`config.mk`:
```
export PLATFORM = sky130hd
export DESIGN_NAME = kli_div
export DESIGN_NICKNAME = d
export VERILOG_FILES = /design/src/hw/rtl/kli_pkg.sv /design/src/hw/rtl/kli_div.sv
export SDC_FILE = /design/constraint.sdc
export NUM_CORES = 1
export LEC_CHECK = 0
export BUFFER_PORTS_ARGS = -buffer_cell sky130_fd_sc_hd__buf_2
export CAP_MARGIN = 5
export CORE_ASPECT_RATIO = 0.8
export CORE_MARGIN = 2
export CORE_UTILIZATION = 39
export DETAILED_ROUTE_END_ITERATION = 8
export GPL_TIMING_DRIVEN = 0
export HOLD_SLACK_MARGIN = 0.06
export REMOVE_ABC_BUFFERS = 1
export SLEW_MARGIN = 20
export SYNTH_ARGS = -nofsm -noshare
export SYNTH_HDL_FRONTEND = slang
export SYNTH_SLANG_ARGS = --single-unit
```
`constraint.sdc`:
```
create_clock -name clk -period 2.7 [get_ports clk]
set_input_delay 0.27 -clock clk [delete_from_list [all_inputs] [get_ports clk]]
set_output_delay 0.27 -clock clk [all_outputs]
set_load 0.05 [all_outputs]
```
`src/hw/rtl/kli_pkg.sv`:
```
`timescale 1ns / 1ps
// ----------------------------------------------------------------------------
// Keyframe linear interpolator package
// Shared widths, item kind codes and pose types.
// ----------------------------------------------------------------------------
package kli_pkg;

	localparam int DW = 24;
	localparam int SW = 10;

	localparam logic [1:0] KIND_ADJUST = 2'd0;
	localparam logic [1:0] KIND_SAVE   = 2'd1;
	localparam logic [1:0] KIND_PLAY   = 2'd2;
	localparam logic [1:0] KIND_TICK   = 2'd3;

	localparam logic [SW-1:0] STEPS_RESET = 10'd90;
	localparam logic [SW-1:0] TICK_RESET  = 10'd30;

	typedef logic [DW-1:0] word_t;
	typedef logic signed [DW:0] diff_word_t;

	typedef struct packed {
		word_t z;
		word_t y;
		word_t rot;
	} pose_t;

	typedef struct packed {
		diff_word_t z;
		diff_word_t y;
		diff_word_t rot;
	} diff_t;

endpackage

```
`src/hw/rtl/kli_div.sv`:
```
`timescale 1ns / 1ps
// ----------------------------------------------------------------------------
// Three-lane serial divider
// Divides three signed differences by one unsigned step count, one quotient
// bit per cycle, truncating toward zero.
// ----------------------------------------------------------------------------
module kli_div (
	input  logic                   clk,
	input  logic                   arst_n,
	input  logic                   start,
	input  kli_pkg::diff_t         diff,
	input  logic [kli_pkg::SW-1:0] divisor,
	output logic                   done,
	output kli_pkg::pose_t         quot
);
	import kli_pkg::*;

	localparam int CNT_W = $clog2(DW + 1);

	logic [CNT_W-1:0] cnt_q;
	logic             run_q;
	logic             done_q;
	logic [SW-1:0]    div_q;
	logic [2:0]       neg_q;
	word_t            q_q   [3];
	logic [SW-1:0]    rem_q [3];
	diff_word_t       d_in  [3];
	diff_word_t       mag   [3];
	logic [SW:0]      trial [3];
	logic             fits  [3];
	word_t            res   [3];

	assign d_in[0] = diff.z;
	assign d_in[1] = diff.y;
	assign d_in[2] = diff.rot;

	always_comb begin
		for (int l = 0; l < 3; l++) begin
			mag[l]   = d_in[l][DW] ? -d_in[l] : d_in[l];
			trial[l] = {rem_q[l], q_q[l][DW-1]};
			fits[l]  = trial[l] >= {1'b0, div_q};
			res[l]   = neg_q[l] ? -q_q[l] : q_q[l];
		end
	end

	always_ff @(posedge clk or negedge arst_n) begin
		if (!arst_n) begin
			cnt_q  <= '0;
			run_q  <= 1'b0;
			done_q <= 1'b0;
		end else begin
			done_q <= 1'b0;
			if (start) begin
				cnt_q <= CNT_W'(DW);
				run_q <= 1'b1;
			end else if (run_q) begin
				cnt_q <= cnt_q - 1'b1;
				if (cnt_q == CNT_W'(1)) begin
					run_q  <= 1'b0;
					done_q <= 1'b1;
				end
			end
		end
	end

	always_ff @(posedge clk) begin
		if (start) begin
			div_q <= divisor;
			for (int l = 0; l < 3; l++) begin
				neg_q[l] <= d_in[l][DW];
				q_q[l]   <= mag[l][DW-1:0];
				rem_q[l] <= '0;
			end
		end else if (run_q) begin
			for (int l = 0; l < 3; l++) begin
				q_q[l] <= {q_q[l][DW-2:0], fits[l]};
				if (fits[l]) begin
					rem_q[l] <= SW'(trial[l] - {1'b0, div_q});
				end else begin
					rem_q[l] <= trial[l][SW-1:0];
				end
			end
		end
	end

	assign done     = done_q;
	assign quot.z   = res[0];
	assign quot.y   = res[1];
	assign quot.rot = res[2];

endmodule

```
==> impl_metrics.tcl <==
set metrics [dict create \
    dr.pass1.iters 5 \
    worst_setup_path_start_kind "flop" \
    r2r_cells 8 \
    final_core_util 0.537 \
    grt_setup_unrepaired "true" \
    port_buffers 160 \
    clock-sinks 122 \
    drive_gt1_frac 0.282 \
    ir_drop_v 0.000367 \
    min_path_cells 3 \
    finalWirelength_um 23200 \
    synth_flop_cell "edfxtp_1" \
    worstPathRequired_ns 2.43 \
    rows 49 \
    cp-end-kind "output pin" \
    hold_path_class "input pin to flop" \
    rr_endpoint "rem_q[1][3]" \
    max-clock-path-buffers 2 \
    power.total_mw 8.19 \
    status "complete, but fails checks" \
    critPathKind "flop to output pin" \
    yosys_warnings 0 \
    power_leakage_nw 5.01 \
    dp.cells 1386 \
    whs_ns 0.166 \
    worstPathArrival_ns 3.12 \
    start_util 0.399 \
    post-route-period-util 1.26 \
    relSlewSlack 0.304 \
    yosysSeqAreaShare 0.402 \
    wl_per_cell_um 15.7 \
    setup_viol 43 \
    slew_violations 0 \
    fp.dieArea_sq_mm 0.0244 \
    synth_area_leaders "edfxtp_1 (38%), xnor2_1 (8.3%), xor2_1 (6.6%)" \
    timing.final.ws_setup_ns -0.694 \
    antenna_left 0 \
    reg2reg_from "div_q[8]" \
    ys_seq_elements 122 \
    reg2reg_slack_ns 0.19 \
    finClkSkew_ns 0.00519 \
    final_cells 1479 \
    chipWidth_um 174 \
    syn_inst 954 \
    syn_area_sq_mm 0.00903 \
    gp_congestion 0.794 \
    grt_usage 0.187 \
    drtIter0Drc 320 \
    synth_edf_count 115 \
    pin_count 161 \
    dpl_worst_slack_ns -0.512 \
    clockRootBuffer "clkbuf_16" \
    avgSynthCellArea_sq_um 9.47 \
    timing.final.crit_period_ns 3.39 \
    violations "negative setup slack" \
    p_per_area_mw_per_mm2 674 \
    gr-total-overflow 0 \
    insertion_delay_ns 0.41 \
    worst_pin_slew_ns 1.04 \
    cts_tree "yes" \
    clk_pin_slew_ns 0.06 \
    yosys.area.top_type "edfxtp_1" \
    antenna_found_initial 2 \
    die_height_um 140 \
    yosysUniqueCellTypes 53 \
    fillerInstances 2055 \
    nets 1288 \
    grt_max_degree 47 \
    min_to "q_q[0][48]" \
    critPathMaxFanout 4 \
    area_delta_synth_final_pct 34.5 \
    finalHoldViolCount 0 \
    dp_hpwl_um 16100 \
    synth_top_cell_area_share 0.382 \
    vias_per_cell 5.28 \
    core_sq_mm 0.0226 \
    cts_made_buffers 17 \
    maxCapViolations 0 \
    synthArstFlopShare 0.0574 \
    grt_pass1_vias 7261 \
    fmax_ghz 0.295 \
    grt_pass1_wl_um 37000 \
    vias 7814 \
    hp-start "diff[0]" \
    drc 0 \
    htreeDepth 4 \
]
[cells in the final DEF, fill, tap and decap left out, types with 9 or more instances in the layout]
master	count
edfxtp_1	115
buf_2	112
nand2_1	107
o21ai_0	89
xnor2_1	72
xor2_1	68
buf_4	63
o31ai_1	44
nor2_1	40
inv_1	38
ha_1	38
buf_6	31
a21oi_1	25
nand3_1	23
clkbuf_16	17
nand2b_1	15
o21ai_1	15
a21o_1	14
xnor2_2	14
or4_1	14
or3_1	13
o31ai_4	12
o41ai_1	12
dlygate4sd3_1	11
or4_4	10
nor2b_1	9
nor3_1	9
[power by group]
group	switching [mW]	total, mW	internal, mW
Sequential	0.337	2.75	2.41
Clock	0.814	2.15	1.34
Combinational	2.04	3.29	1.26
[how the worst max path moves through the flow]
stage                from          end  slack (ns)  cells after the start
2_1_floorplan       run_q  rem_q[1][9]       -2.90                      3
3_3_place_gp        start  rem_q[1][9]       -6.06                      4
3_5_place_dp   q_q[0][28]     quot[43]       -0.51                      7
4_1_cts         q_q[0][4]     quot[67]       -0.67                      7
5_1_grt        q_q[0][30]     quot[42]       -0.77                      7
6_report       q_q[0][30]     quot[42]       -0.69                      7
[kinds of logic after synthesis]
group | share of synthesized area
DFF | 0.402
and+or+nand+nor | 0.159
muxes | 0.0114
adders and majority gates | 0.0593
buffers and inverters | 0.0341
AOI/OAI and AO/OA | 0.185
xor gates and xnor gates | 0.149
[routing by layer]
layer / part of all wire / track usage / up-vias
li1: - / - / 3932
met1: 0.49 / 0.265 / 3715
met2: 0.46 / 0.298 / 151
met3: 0.038 / 0.0415 / 14
met4: 0.0081 / 0.0323 / 2
met5: 0.00030 / 0 / -
[state kept, by name (all words and copies together) (netlist names)]
| signal | flops |
|---|---|
| rem_q | 30 |
| cnt_q | 5 |
| neg_q | 3 |
| run_q | 1 |
| q_q | 72 |
| div_q | 10 |
| done | 1 |
[cell type report]
| type | instances | area, sq um | area share |
|---|---|---|---|
| repair buffers | 227 | 1730 | 0.142 |
| flip-flops and latches | 122 | 3630 | 0.299 |
| well taps | 306 | 383 | 0.0315 |
| clock inverters | 11 | 104 | 0.00854 |
| diodes | 1 | 2.50 | 0.000206 |
| multi-input cells | 753 | 5730 | 0.471 |
| inverters | 38 | 143 | 0.0117 |
| clock buffers | 21 | 440 | 0.0362 |
[through the flow]
stage                     TNS [ns]  instance area [sq um]
after floorplan            -226.40                   8870
after global placement     -529.51                  10100
after detailed placement    -11.26                  10300
after CTS                   -16.01                  11700
after global routing        -20.93                  12200
final                       -16.54                  12200
[what timing repair did]
action / CTS / global route
setup endpoints to repair: 71 / 55
pin swaps: 35 / 31
resized for setup: 139 / 47
hold endpoints to repair: 17 / 0
buffers inserted: 30 / 21
hold buffers: 11 / 0
[worst max-delay path: stages, from the launching register on]
cell      delay, ns
edfxtp_1       0.41
or4_4          0.59
or4_4          0.45
or4_4          0.45
nand2b_4       0.21
o31ai_4        0.24
xnor2_2        0.17
buf_6          0.19
[Yosys cell counts (3+ instances only)]
| master | number |
|---|---|
| a211oi_1 | 4 |
| a21o_1 | 15 |
| a21oi_1 | 25 |
| a31oi_1 | 4 |
| buf_1 | 8 |
| buf_4 | 3 |
| clkbuf_1 | 30 |
| dfrtp_1 | 7 |
| edfxtp_1 | 115 |
| fa_1 | 3 |
| ha_1 | 38 |
| inv_1 | 38 |
| mux2i_1 | 8 |
| nand2_1 | 119 |
| nand2b_1 | 17 |
| nand3_1 | 24 |
| nand3b_1 | 3 |
| nand4_1 | 6 |
| nor2_1 | 40 |
| nor2b_1 | 10 |
| nor3_1 | 10 |
| nor4_1 | 9 |
| o211ai_1 | 4 |
| o21a_1 | 6 |
| o21ai_0 | 94 |
| o21ai_1 | 19 |
| o31ai_1 | 55 |
| o31ai_2 | 3 |
| o41ai_1 | 16 |
| or2_2 | 4 |
| or3_1 | 14 |
| or4_1 | 22 |
| xnor2_1 | 86 |
| xor2_1 | 68 |
No activity file was read; power rests on OpenSTA's default activity.
